==> src/hdl/drmpg_pkg.sv <==
// Shared widths, constants, register indexes and types for the proximity gate.
`default_nettype none

package drmpg_pkg;

  localparam int unsigned ECHO_W     = 16;
  localparam int unsigned DIST_W     = 11;
  localparam int unsigned MARGIN_W   = 8;
  localparam int unsigned UPPER_W    = DIST_W + 1;
  localparam int unsigned CFG_IDX_W  = 8;
  localparam int unsigned CFG_DATA_W = 32;

  localparam int unsigned SOUND_NUM  = 343;
  localparam int unsigned SOUND_DEN  = 20000;
  // floor(x * 343 / 20000) equals (x * RECIP_MUL) >> RECIP_SHIFT for every 16-bit x
  localparam int unsigned RECIP_MUL   = 36829345;
  localparam int unsigned RECIP_SHIFT = 31;
  localparam int unsigned PROD_W      = RECIP_SHIFT + DIST_W;

  localparam logic [CFG_IDX_W-1:0] REG_NEAR_THRESHOLD = CFG_IDX_W'(0);
  localparam logic [CFG_IDX_W-1:0] REG_RELEASE_MARGIN = CFG_IDX_W'(1);

  localparam logic [DIST_W-1:0]   THRESHOLD_RESET = DIST_W'(20);
  localparam logic [MARGIN_W-1:0] MARGIN_RESET    = MARGIN_W'(5);

  typedef logic [ECHO_W-1:0] echo_t;
  typedef logic [DIST_W-1:0] dist_t;
  typedef logic [PROD_W-1:0] prod_t;

endpackage

`default_nettype wire

==> src/hdl/drmpg_in_if.sv <==
// Input channel: one pair of echo widths per word.
`default_nettype none

interface drmpg_in_if
  import drmpg_pkg::*;
();
  logic  valid;
  logic  ready;
  echo_t echo_us_a;
  echo_t echo_us_b;

  modport source (output valid, output echo_us_a, output echo_us_b, input ready);
  modport sink   (input valid, input echo_us_a, input echo_us_b, output ready);
endinterface

`default_nettype wire

==> src/hdl/drmpg_out_if.sv <==
// Output channel: gate state and both medians per word.
`default_nettype none

interface drmpg_out_if
  import drmpg_pkg::*;
();
  logic  valid;
  logic  ready;
  logic  path_clear;
  dist_t median_cm_a;
  dist_t median_cm_b;

  modport source (output valid, output path_clear, output median_cm_a,
                  output median_cm_b, input ready);
  modport sink   (input valid, input path_clear, input median_cm_a,
                  input median_cm_b, output ready);
endinterface

`default_nettype wire

==> src/hdl/drmpg_cfg_if.sv <==
// Configuration write channel: register index and data per word.
`default_nettype none

interface drmpg_cfg_if
  import drmpg_pkg::*;
();
  logic                  valid;
  logic                  ready;
  logic [CFG_IDX_W-1:0]  index;
  logic [CFG_DATA_W-1:0] data;

  modport source (output valid, output index, output data, input ready);
  modport sink   (input valid, input index, input data, output ready);
endinterface

`default_nettype wire

==> src/hdl/dual_range_median_proximity_gate.sv <==
// Top level: echo-to-distance scaling, median windows and hysteresis gate.
//
//  channel  | dir | words carried
//  ---------+-----+-------------------------------------------
//  in_i     | in  | echo_us_a, echo_us_b
//  out_o    | out | path_clear, median_cm_a, median_cm_b
//  cfg_i    | in  | index, data (near_threshold, release_margin)
//
// Each word passes through one reciprocal multiply (S_MUL), one ring write
// (S_WRITE), then one candidate per cycle through the rank-count unit (S_SCAN),
// and the gate decision (S_DONE), which waits for the output register; in_i is
// ready again once the state returns to S_IDLE.
// in_i is ready only while idle; a finished result holds in the output
// register, and the next word proceeds until it needs that register.
// Reset clears rings, ring position, gate state and registers to defaults.
`default_nettype none

module dual_range_median_proximity_gate
  import drmpg_pkg::*;
#(
  parameter int unsigned WINDOW = 13
) (
  input  wire          clk_i,
  input  wire          rst_ni,
  drmpg_in_if.sink     in_i,
  drmpg_out_if.source  out_o,
  drmpg_cfg_if.sink    cfg_i
);

  localparam int unsigned IDX_W = $clog2(WINDOW);
  localparam int unsigned CNT_W = $clog2(WINDOW + 1);
  localparam logic [CNT_W-1:0] MID_RANK = CNT_W'(WINDOW / 2);
  localparam logic [IDX_W-1:0] LAST_IDX = IDX_W'(WINDOW - 1);

  localparam logic [2:0] S_IDLE  = 3'd0;
  localparam logic [2:0] S_MUL   = 3'd1;
  localparam logic [2:0] S_WRITE = 3'd2;
  localparam logic [2:0] S_SCAN  = 3'd3;
  localparam logic [2:0] S_DONE  = 3'd4;

  logic [2:0] state_q, state_d;

  logic [DIST_W-1:0]   thr_q;
  logic [MARGIN_W-1:0] margin_q;

  echo_t echo_a_q, echo_b_q;
  prod_t prod_a_q, prod_b_q;

  dist_t win_a_q [WINDOW];
  dist_t win_b_q [WINDOW];
  logic [IDX_W-1:0] slot_q;
  logic [IDX_W-1:0] cand_q;

  dist_t cand_a, cand_b;
  logic [CNT_W-1:0] lt_a, le_a, lt_b, le_b;
  logic hit_a, hit_b;
  dist_t med_a_q, med_b_q;

  logic gate_q, gate_d;
  logic [UPPER_W-1:0] upper;
  logic out_valid_q, out_path_q;
  dist_t out_med_a_q, out_med_b_q;
  logic in_fire, out_fire, out_load;

  assign in_i.ready  = (state_q == S_IDLE);
  assign cfg_i.ready = 1'b1;
  assign in_fire  = in_i.valid & in_i.ready;
  assign out_fire = out_valid_q & out_o.ready;
  assign out_load = (state_q == S_DONE) & (~out_valid_q | out_o.ready);

  assign out_o.valid       = out_valid_q;
  assign out_o.path_clear  = out_path_q;
  assign out_o.median_cm_a = out_med_a_q;
  assign out_o.median_cm_b = out_med_b_q;

  // rank the current candidate against every ring entry
  always_comb begin
    cand_a = win_a_q[cand_q];
    cand_b = win_b_q[cand_q];
    lt_a = '0;
    le_a = '0;
    lt_b = '0;
    le_b = '0;
    for (int j = 0; j < WINDOW; j++) begin
      lt_a = lt_a + CNT_W'(win_a_q[j] <  cand_a);
      le_a = le_a + CNT_W'(win_a_q[j] <= cand_a);
      lt_b = lt_b + CNT_W'(win_b_q[j] <  cand_b);
      le_b = le_b + CNT_W'(win_b_q[j] <= cand_b);
    end
    hit_a = (lt_a <= MID_RANK) && (le_a > MID_RANK);
    hit_b = (lt_b <= MID_RANK) && (le_b > MID_RANK);
  end

  always_comb begin
    upper  = UPPER_W'(thr_q) + UPPER_W'(margin_q);
    gate_d = gate_q;
    priority if ((med_a_q < thr_q) || (med_b_q < thr_q)) begin
      gate_d = 1'b0;
    end else if ((UPPER_W'(med_a_q) > upper) && (UPPER_W'(med_b_q) > upper)) begin
      gate_d = 1'b1;
    end else begin
      gate_d = gate_q;
    end
  end

  always_comb begin
    state_d = state_q;
    unique case (state_q)
      S_IDLE:  if (in_fire) state_d = S_MUL;
      S_MUL:   state_d = S_WRITE;
      S_WRITE: state_d = S_SCAN;
      S_SCAN:  if (cand_q == LAST_IDX) state_d = S_DONE;
      S_DONE:  if (out_load) state_d = S_IDLE;
      default: state_d = S_IDLE;
    endcase
  end

  always_ff @(posedge clk_i or negedge rst_ni) begin
    if (!rst_ni) begin
      state_q     <= S_IDLE;
      thr_q       <= THRESHOLD_RESET;
      margin_q    <= MARGIN_RESET;
      slot_q      <= '0;
      gate_q      <= 1'b0;
      out_valid_q <= 1'b0;
      for (int i = 0; i < WINDOW; i++) begin
        win_a_q[i] <= '0;
        win_b_q[i] <= '0;
      end
    end else begin
      state_q <= state_d;
      if (cfg_i.valid) begin
        if (cfg_i.index == REG_NEAR_THRESHOLD) begin
          thr_q <= cfg_i.data[DIST_W-1:0];
        end else if (cfg_i.index == REG_RELEASE_MARGIN) begin
          margin_q <= cfg_i.data[MARGIN_W-1:0];
        end
      end
      if (state_q == S_WRITE) begin
        win_a_q[slot_q] <= prod_a_q[RECIP_SHIFT +: DIST_W];
        win_b_q[slot_q] <= prod_b_q[RECIP_SHIFT +: DIST_W];
        slot_q <= (slot_q == LAST_IDX) ? '0 : slot_q + 1'b1;
      end
      if (out_load) begin
        gate_q <= gate_d;
      end
      if (out_load) begin
        out_valid_q <= 1'b1;
      end else if (out_fire) begin
        out_valid_q <= 1'b0;
      end
    end
  end

  always_ff @(posedge clk_i) begin
    if (in_fire) begin
      echo_a_q <= in_i.echo_us_a;
      echo_b_q <= in_i.echo_us_b;
    end
    unique case (state_q)
      S_MUL: begin
        prod_a_q <= prod_t'(echo_a_q) * prod_t'(RECIP_MUL);
        prod_b_q <= prod_t'(echo_b_q) * prod_t'(RECIP_MUL);
      end
      S_WRITE: begin
        cand_q <= '0;
      end
      S_SCAN: begin
        if (hit_a) med_a_q <= cand_a;
        if (hit_b) med_b_q <= cand_b;
        cand_q <= cand_q + 1'b1;
      end
      default: begin
      end
    endcase
    if (out_load) begin
      out_path_q  <= gate_d;
      out_med_a_q <= med_a_q;
      out_med_b_q <= med_b_q;
    end
  end

endmodule

`default_nettype wire

==> src/flat_wrapper.sv <==
// flat-port wrapper written by rule: the top's interface ports become plain ports
module dual_range_median_proximity_gate_flat import drmpg_pkg::*;
#(
  parameter int unsigned WINDOW = 13
)
  (clk_i, rst_ni, in_i_valid, in_i_echo_us_a, in_i_echo_us_b, in_i_ready, out_o_valid, out_o_path_clear, out_o_median_cm_a, out_o_median_cm_b, out_o_ready, cfg_i_valid, cfg_i_index, cfg_i_data, cfg_i_ready);
  drmpg_in_if in_i_i ();
  drmpg_out_if out_o_i ();
  drmpg_cfg_if cfg_i_i ();
  input  wire clk_i;
  input  wire rst_ni;
  input wire logic [$bits(in_i_i.valid)-1:0] in_i_valid;
  input wire logic [$bits(in_i_i.echo_us_a)-1:0] in_i_echo_us_a;
  input wire logic [$bits(in_i_i.echo_us_b)-1:0] in_i_echo_us_b;
  output wire logic [$bits(in_i_i.ready)-1:0] in_i_ready;
  output wire logic [$bits(out_o_i.valid)-1:0] out_o_valid;
  output wire logic [$bits(out_o_i.path_clear)-1:0] out_o_path_clear;
  output wire logic [$bits(out_o_i.median_cm_a)-1:0] out_o_median_cm_a;
  output wire logic [$bits(out_o_i.median_cm_b)-1:0] out_o_median_cm_b;
  input wire logic [$bits(out_o_i.ready)-1:0] out_o_ready;
  input wire logic [$bits(cfg_i_i.valid)-1:0] cfg_i_valid;
  input wire logic [$bits(cfg_i_i.index)-1:0] cfg_i_index;
  input wire logic [$bits(cfg_i_i.data)-1:0] cfg_i_data;
  output wire logic [$bits(cfg_i_i.ready)-1:0] cfg_i_ready;
  assign in_i_i.valid = in_i_valid;
  assign in_i_i.echo_us_a = in_i_echo_us_a;
  assign in_i_i.echo_us_b = in_i_echo_us_b;
  assign in_i_ready = in_i_i.ready;
  assign out_o_valid = out_o_i.valid;
  assign out_o_path_clear = out_o_i.path_clear;
  assign out_o_median_cm_a = out_o_i.median_cm_a;
  assign out_o_median_cm_b = out_o_i.median_cm_b;
  assign out_o_i.ready = out_o_ready;
  assign cfg_i_i.valid = cfg_i_valid;
  assign cfg_i_i.index = cfg_i_index;
  assign cfg_i_i.data = cfg_i_data;
  assign cfg_i_ready = cfg_i_i.ready;
  dual_range_median_proximity_gate #(.WINDOW(WINDOW)) u_core (.clk_i(clk_i), .rst_ni(rst_ni), .in_i(in_i_i), .out_o(out_o_i), .cfg_i(cfg_i_i));
endmodule
==> config.mk <==
export PLATFORM = sky130hd
export DESIGN_NAME = dual_range_median_proximity_gate_flat
export DESIGN_NICKNAME = d
export VERILOG_FILES = /design/src/hdl/drmpg_pkg.sv /design/src/hdl/drmpg_in_if.sv /design/src/hdl/drmpg_out_if.sv /design/src/hdl/drmpg_cfg_if.sv /design/src/hdl/dual_range_median_proximity_gate.sv /design/src/flat_wrapper.sv
export SDC_FILE = /design/constraint.sdc
export NUM_CORES = 2
export LEC_CHECK = 0
export BUFFER_PORTS_ARGS = -buffer_cell sky130_fd_sc_hd__buf_2
export CAP_MARGIN = 20
export CORE_ASPECT_RATIO = 1.1
export CORE_MARGIN = 2
export CORE_UTILIZATION = 66
export CTS_BUF_LIST = sky130_fd_sc_hd__clkbuf_8
export CTS_CLUSTER_DIAMETER = 30
export CTS_CLUSTER_SIZE = 30
export DETAILED_ROUTE_END_ITERATION = 16
export GPL_TIMING_DRIVEN = 0
export PLACE_DENSITY_LB_ADDON = 0.25
export SYNTH_ARGS = -nofsm -noshare
export SYNTH_HDL_FRONTEND = slang
export SYNTH_SLANG_ARGS = --single-unit
==> constraint.sdc <==
create_clock -name clk_i -period 8.8 [get_ports clk_i]
set_clock_uncertainty 0.05 [all_clocks]
set_input_delay 1.76 -clock clk_i [delete_from_list [all_inputs] [get_ports clk_i]]
set_output_delay 1.76 -clock clk_i [all_outputs]
set_load 0.01 [all_outputs]
==> After elaboration in Yosys (flattened, before gate mapping) <==
Index checks and enable logic that the tools add are counted.
{ "classes": {"add_sub_neg": 51, "mul": 2, "order_cmp": 63, "n_eq_ne": 10, "muxes": 20, "bitwise": 8, "n_reduce_logical": 14} }
{ "ops": {"columns": ["op", "n"], "rows": [
  ["11-bit less-than comparator", 28],
  ["143-bit bitwise mux", 2],
  ["11-bit <= comparator", 26],
  ["4-bit by 1-bit adder with 4-bit output", 44],
  ["11-bit binary-select mux with 4-bit select", 2],
  ["16-bit by 26-bit multiplier with 42-bit output (second input constant)", 2],
  ["11-bit two-way mux", 5],
  ["11-bit demux with 4-bit select", 1],
  ["11-bit by 12-bit > comparator with 1-bit output", 2],
  ["3-bit case mux with 5 select lines", 1],
  ["11-bit by 8-bit adder with 12-bit output", 1],
  ["5-bit >= comparator (second input constant)", 2],
  ["4-bit NOT with 5-bit output", 2],
  ["3-bit two-way mux", 3],
  ["1-bit by 1-bit adder with 2-bit output", 4],
  ["4-bit by 1-bit adder with 4-bit output (second input constant)", 2],
  ["4-bit equality test (second input constant)", 2],
  ["8-bit by 1-bit equality test with 1-bit output (second input constant)", 1],
  ["4-bit by 3-bit > comparator with 1-bit output (second input constant)", 2],
  ["4-bit by 3-bit <= comparator with 1-bit output (second input constant)", 2],
  ["8-bit zero test", 1],
  ["4-bit case mux with 2 select lines", 1],
  ["3-bit by 2-bit equality test with 1-bit output (second input constant)", 2],
  ["2-bit AND reduction", 3],
  ["15 further kinds", 27]
]} }
{ "word_totals": {"register_bits": 479, "in_bits": 77, "output_inout_bits": 26} }

==> Longest topological paths before layout <==
{ "depth": {"ltp_word": 20, "depth_mapped": 29, "depth_no_buf": 26} }

==> Least setup slack after synthesis <==
No wires, ideal clock.
{ "synth_timing": {"path_kind": "register to register", "start": "register u_core.cand_q[1]", "end": "register u_core.med_a_q[0], enable pin", "setup_ps": 383, "t_arrival_ps": 7632, "path_slack_ps": 736, "stages_incl_launch_ff": 29, "path_buffers": 3, "path_cell_list": "edfxtp_1 clkbuf_1 buf_2 buf_1 mux4_2 nand2_1 nand2_1 o21ai_0 ha_1 nor2b_1 o21a_1 o21a_1 o21a_1 o21a_1 o21a_1 o211ai_1 a21oi_1 o31ai_1 fa_1 fa_1 fa_1 inv_1 fa_1 inv_1 ha_1 inv_1 fa_1 nand3b_1 a21oi_1"} }
{ "synth_via": {"elab_chain_cells": 20, "word_cells_on_any_way": 58, "cone_classes": "add/sub (24); order compare (28); mux (3); bitwise (1); reduce/logical (2)"} }
{ "synth_rtl": {"columns": ["element", "line", "rtl"], "rows": [
  ["from (decl)", "dual_range_median_proximity_gate.sv:52", "logic [IDX_W-1:0] cand_q;"],
  ["from (signal assigned)", "dual_range_median_proximity_gate.sv:171", "cand_q <= cand_q + 1'b1;"],
  ["4-bit NOT with 5-bit output (not written as such) *", "dual_range_median_proximity_gate.sv:78", "cand_a = win_a_q[cand_q];"],
  ["11-bit binary-select mux with 4-bit select *", "dual_range_median_proximity_gate.sv:78", null],
  ["11-bit two-way mux (not written as such) * (2 in a row)", "dual_range_median_proximity_gate.sv:78", null],
  ["11-bit less-than comparator or 11-bit <= comparator (tied branches)", "dual_range_median_proximity_gate.sv:85, dual_range_median_proximity_gate.sv:86", null],
  ["1-bit by 1-bit adder with 2-bit output, on equally long branches", "dual_range_median_proximity_gate.sv:85, dual_range_median_proximity_gate.sv:86", null],
  ["4-bit by 1-bit adder with 4-bit output, on equally long branches (11 in a row)", "dual_range_median_proximity_gate.sv:85, dual_range_median_proximity_gate.sv:86", null],
  ["4-bit by 3-bit <= comparator with 1-bit output or 4-bit by 3-bit > comparator with 1-bit output (tied branches)", "dual_range_median_proximity_gate.sv:90", "hit_a = (lt_a <= MID_RANK) && (le_a > MID_RANK);"],
  ["1-bit logical AND *", "dual_range_median_proximity_gate.sv:90", null],
  ["2-bit AND reduction (no source line) *", null, null],
  ["to (signal assigned)", "dual_range_median_proximity_gate.sv:169", "if (hit_a) med_a_q <= cand_a;"],
  ["to (decl)", "dual_range_median_proximity_gate.sv:57", "dist_t med_a_q, med_b_q;"]
]} }
Mark *: on every way between the ends. The rest lies on a longest branch, timed or not. The select of a mux whose other input is x is not followed.
A chain may end at the register's enable or synchronous reset.

==> Worst setup path after layout <==
{ "layout_timing": {"start": "register u_core.cand_q[1]", "end": "register u_core.med_a_q[6], enable pin"} }
The elaborated chain is that of the path after synthesis.

==> impl_metrics.env <==
export IMPL_max_freq_mhz=119
export IMPL_grt_pass1_vias=27600
export IMPL_yosys_area_top_type_share_pct=23.4
export IMPL_drt_iter0_drc=1662
export IMPL_ff2ff_setup_slack_ns=0.41
export IMPL_status="finished clean"
export IMPL_worst_path_max_fanout=11
export IMPL_vias_per_cell=6.37
export IMPL_synth_top_flop_cell="dfrtp_1"
export IMPL_max_cap_violations=0
export IMPL_synth_seq_cells=417
export IMPL_die_h_um=249
export IMPL_n_antenna_cell=0
export IMPL_rsz0062_at_grt="no"
export IMPL_r2r_start="u_core.cand_q[1]"
export IMPL_wl_um=92800
export IMPL_async_reset_ff_share_pct=75.3
export IMPL_cp_common_cell="fa_1"
export IMPL_die_area_um2=56400
export IMPL_hp_start="u_core.med_b_q[0]"
export IMPL_final_setup_viol_count=0
export IMPL_grt_remaining_overflow=0
export IMPL_crit_type="reg2reg"
export IMPL_die_w_um=227
export IMPL_portBuffers=80
export IMPL_num_nets_final=4203
export IMPL_antenna_found_initial=0
export IMPL_maxSlewViolCount=0
export IMPL_dp_hpwl_um=74100
export IMPL_worst_path_buf_inv=7
export IMPL_yosysSeqAreaShare_pct=30.4
export IMPL_finalCritPeriodShare_pct=95.4
export IMPL_hold_viol=0
export IMPL_grt_pass1_wl_um=148000
export IMPL_cp_end_kind="flip-flop"
export IMPL_cts_tree="yes"
export IMPL_clkTransAtPathRegs_ns=0.06
export IMPL_drc=0
export IMPL_syn_to_final_growth_pct=10.8
export IMPL_post_cts_buffers=0
export IMPL_core_um2=53800
export IMPL_hold_depth=0
export IMPL_reg2reg_depth=29
export IMPL_htreeDepth=3
export IMPL_worstPathRequired_ns=9.08
export IMPL_syn_nets=4014
export IMPL_place_ws_ns=-0.158
export IMPL_io_pins=103
export IMPL_hp_class="reg2reg"
export IMPL_synth_cell_area_um2=36000
export IMPL_syn_inst=3034
export IMPL_relSlewSlack_pct=26.0
export IMPL_ant_nets=0
export IMPL_clk_latency_ns=0.72
export IMPL_syn_area_per_cell_um2=11.9
export IMPL_reg2reg_to="u_core.med_a_q[6]"
export IMPL_yosysWarningCount=0
export IMPL_critPathMaxStageDelay_ns=0.56
export IMPL_place_gp_congestion=1.00
export IMPL_hold_buffers=0
export IMPL_fin_crit_ns=8.39
export IMPL_synthTopCellsByArea="ha_1, dfrtp_1, fa_1"
export IMPL_start_util_pct=66.9
export IMPL_synth_enable_flop_cells=103
export IMPL_yosys_area_top_type="ha_1"
export IMPL_worst_pin_slew_ns=1.10
export IMPL_worstPathArrival_ns=8.67
export IMPL_cts_sinks=417
export IMPL_grt_usage_pct=34.1
export IMPL_num_vias=25700
export IMPL_min_to="u_core.out_o.median_cm_b[0]"
export IMPL_fill_cells=3623
export IMPL_path_delay_family="adder cells"
export IMPL_wl_per_cell_um=23.0
export IMPL_num_rows=89
export IMPL_grt_start_max_net_pins=123
export IMPL_synth_common_cells="ha_1, inv_1, dfrtp_1"
export IMPL_ys_types=65
export IMPL_critPathLaunchType="flip-flop"
export IMPL_tritoncts_num_buffers=88
export IMPL_cts_root_buf="clkbuf_8"
export IMPL_cpMaxStageDelayCell="fa_1"
export IMPL_clockBufferDepth=3
export IMPL_layout_setup_ws_ns=0.407
export IMPL_layout_drive_gt1_share_pct=20.6
export IMPL_dr_pass1_iters=6
export IMPL_synth_most_common_cell="ha_1"
## repair_timing
action / in CTS / in global routing
endpoints found under the hold margin: 0 / 0
resized for setup: 2 / 14
pin swaps: 0 / 0
endpoints found under the setup margin: 22 / 22
## per-stage QoR
| stage | cells | hold slack [ns] | cell area, um2 | util, % | setup TNS (ns) |
|---|---|---|---|---|---|
| CTS | 4026 | 0.459 | 39800 | 74.0 | 0 |
| finish | 4026 | 0.463 | 39900 | 74.1 | 0 |
| detailed placement | 3861 | 0.442 | 37700 | 70.1 | -1.93 |
| global placement | 3842 | 0.435 | 37300 | 69.3 | -30.39 |
| floorplan | 3034 | 0.391 | 36000 | - | 0 |
| global route | 4026 | 0.459 | 39900 | 74.1 | 0 |
## cell families (layout without fill, tap and decap cells)
logic type / count (synthesis) / after routing / synth area share [%]
compound gates: 464 / 464 / 8.77
xor+xnor: 34 / 34 / 0.828
fa+ha+maj: 903 / 903 / 36.2
buf+inv: 419 / 683 / 4.42
flops: 417 / 417 / 30.4
mux: 360 / 360 / 13.3
other cells: 1 / 1 / 0.0104
simple gates: 436 / 436 / 6.02
## worst register-to-register path, delay by kind of cell, from the launching register on
family | cells | cell delay, ns
adders and majority gates | 7 | 3.05
AOI/OAI and AO/OA | 9 | 2.11
buffers and inverters | 7 | 1.37
and+or+nand+nor | 5 | 0.63
muxes | 1 | 0.45
DFF | 1 | 0.36
## routing by layer
metal / share of wire (%) / track usage [%] / routed length, um
met1: 38 / 41.4 / 35500
met2: 49 / 57.4 / 45500
met3: 6.8 / 5.67 / 6340
met4: 5.9 / 19.8 / 5480
met5: 0 / 0 / 0
## layout by cell type, fill, tap and decap left out, types with 34 or more instances in the layout
cell / instances
a21oi_1: 72
buf_2: 91
clkbuf_1: 44
clkbuf_8: 99
dfrtp_1: 310
edfxtp_1: 103
fa_1: 229
ha_1: 674
inv_1: 344
mux2_2: 293
mux4_2: 66
nand2_1: 149
nand2b_1: 34
nand3_1: 60
nand4_1: 50
nor2_1: 50
nor2b_1: 37
o21a_1: 122
o21ai_0: 96
## how the worst max path moves through the flow
stage                           startpoint                  to  slack [ns]  depth (start not counted)
after global routing      u_core.cand_q[0]  u_core.med_b_q[10]        0.01                         29
after CTS                 u_core.cand_q[1]   u_core.med_a_q[6]        0.02                         29
after detailed placement  u_core.cand_q[1]  u_core.med_a_q[10]       -0.16                         29
after floorplan           u_core.cand_q[1]   u_core.med_a_q[0]        0.74                         28
final                     u_core.cand_q[1]   u_core.med_a_q[6]        0.41                         29
after global placement    u_core.cand_q[1]  u_core.med_a_q[10]       -1.73                         28
## sequential cells by signal (all words and copies together), names as in the netlist, 3 cells and up
name,count
u_core.out_o.median_cm_a,11
u_core.med_a_q,11
u_core.state_q,3
u_core.prod_a_q,11
u_core.win_b_q,143
u_core.prod_b_q,11
u_core.out_o.median_cm_b,11
u_core.win_a_q,143
u_core.echo_b_q,16
u_core.echo_a_q,16
u_core.slot_q,4
u_core.med_b_q,11
u_core.margin_q,8
u_core.thr_q,11
u_core.cand_q,4
## layout make-up
class,instances,area (um2),area share (%)
Buffer,83,335,0.841
Clock buffer,99,1360,3.42
Clock inverter,66,766,1.92
Inverter,336,1260,3.16
Multi-Input combinational cell,2198,23600,59.1
Sequential cell,417,11000,27.5
Tap cell,728,911,2.29
Timing Repair Buffer,99,707,1.77
Power is not shown: default switching activity piles up to over one toggle a cycle in this logic, so the estimate is an artifact.
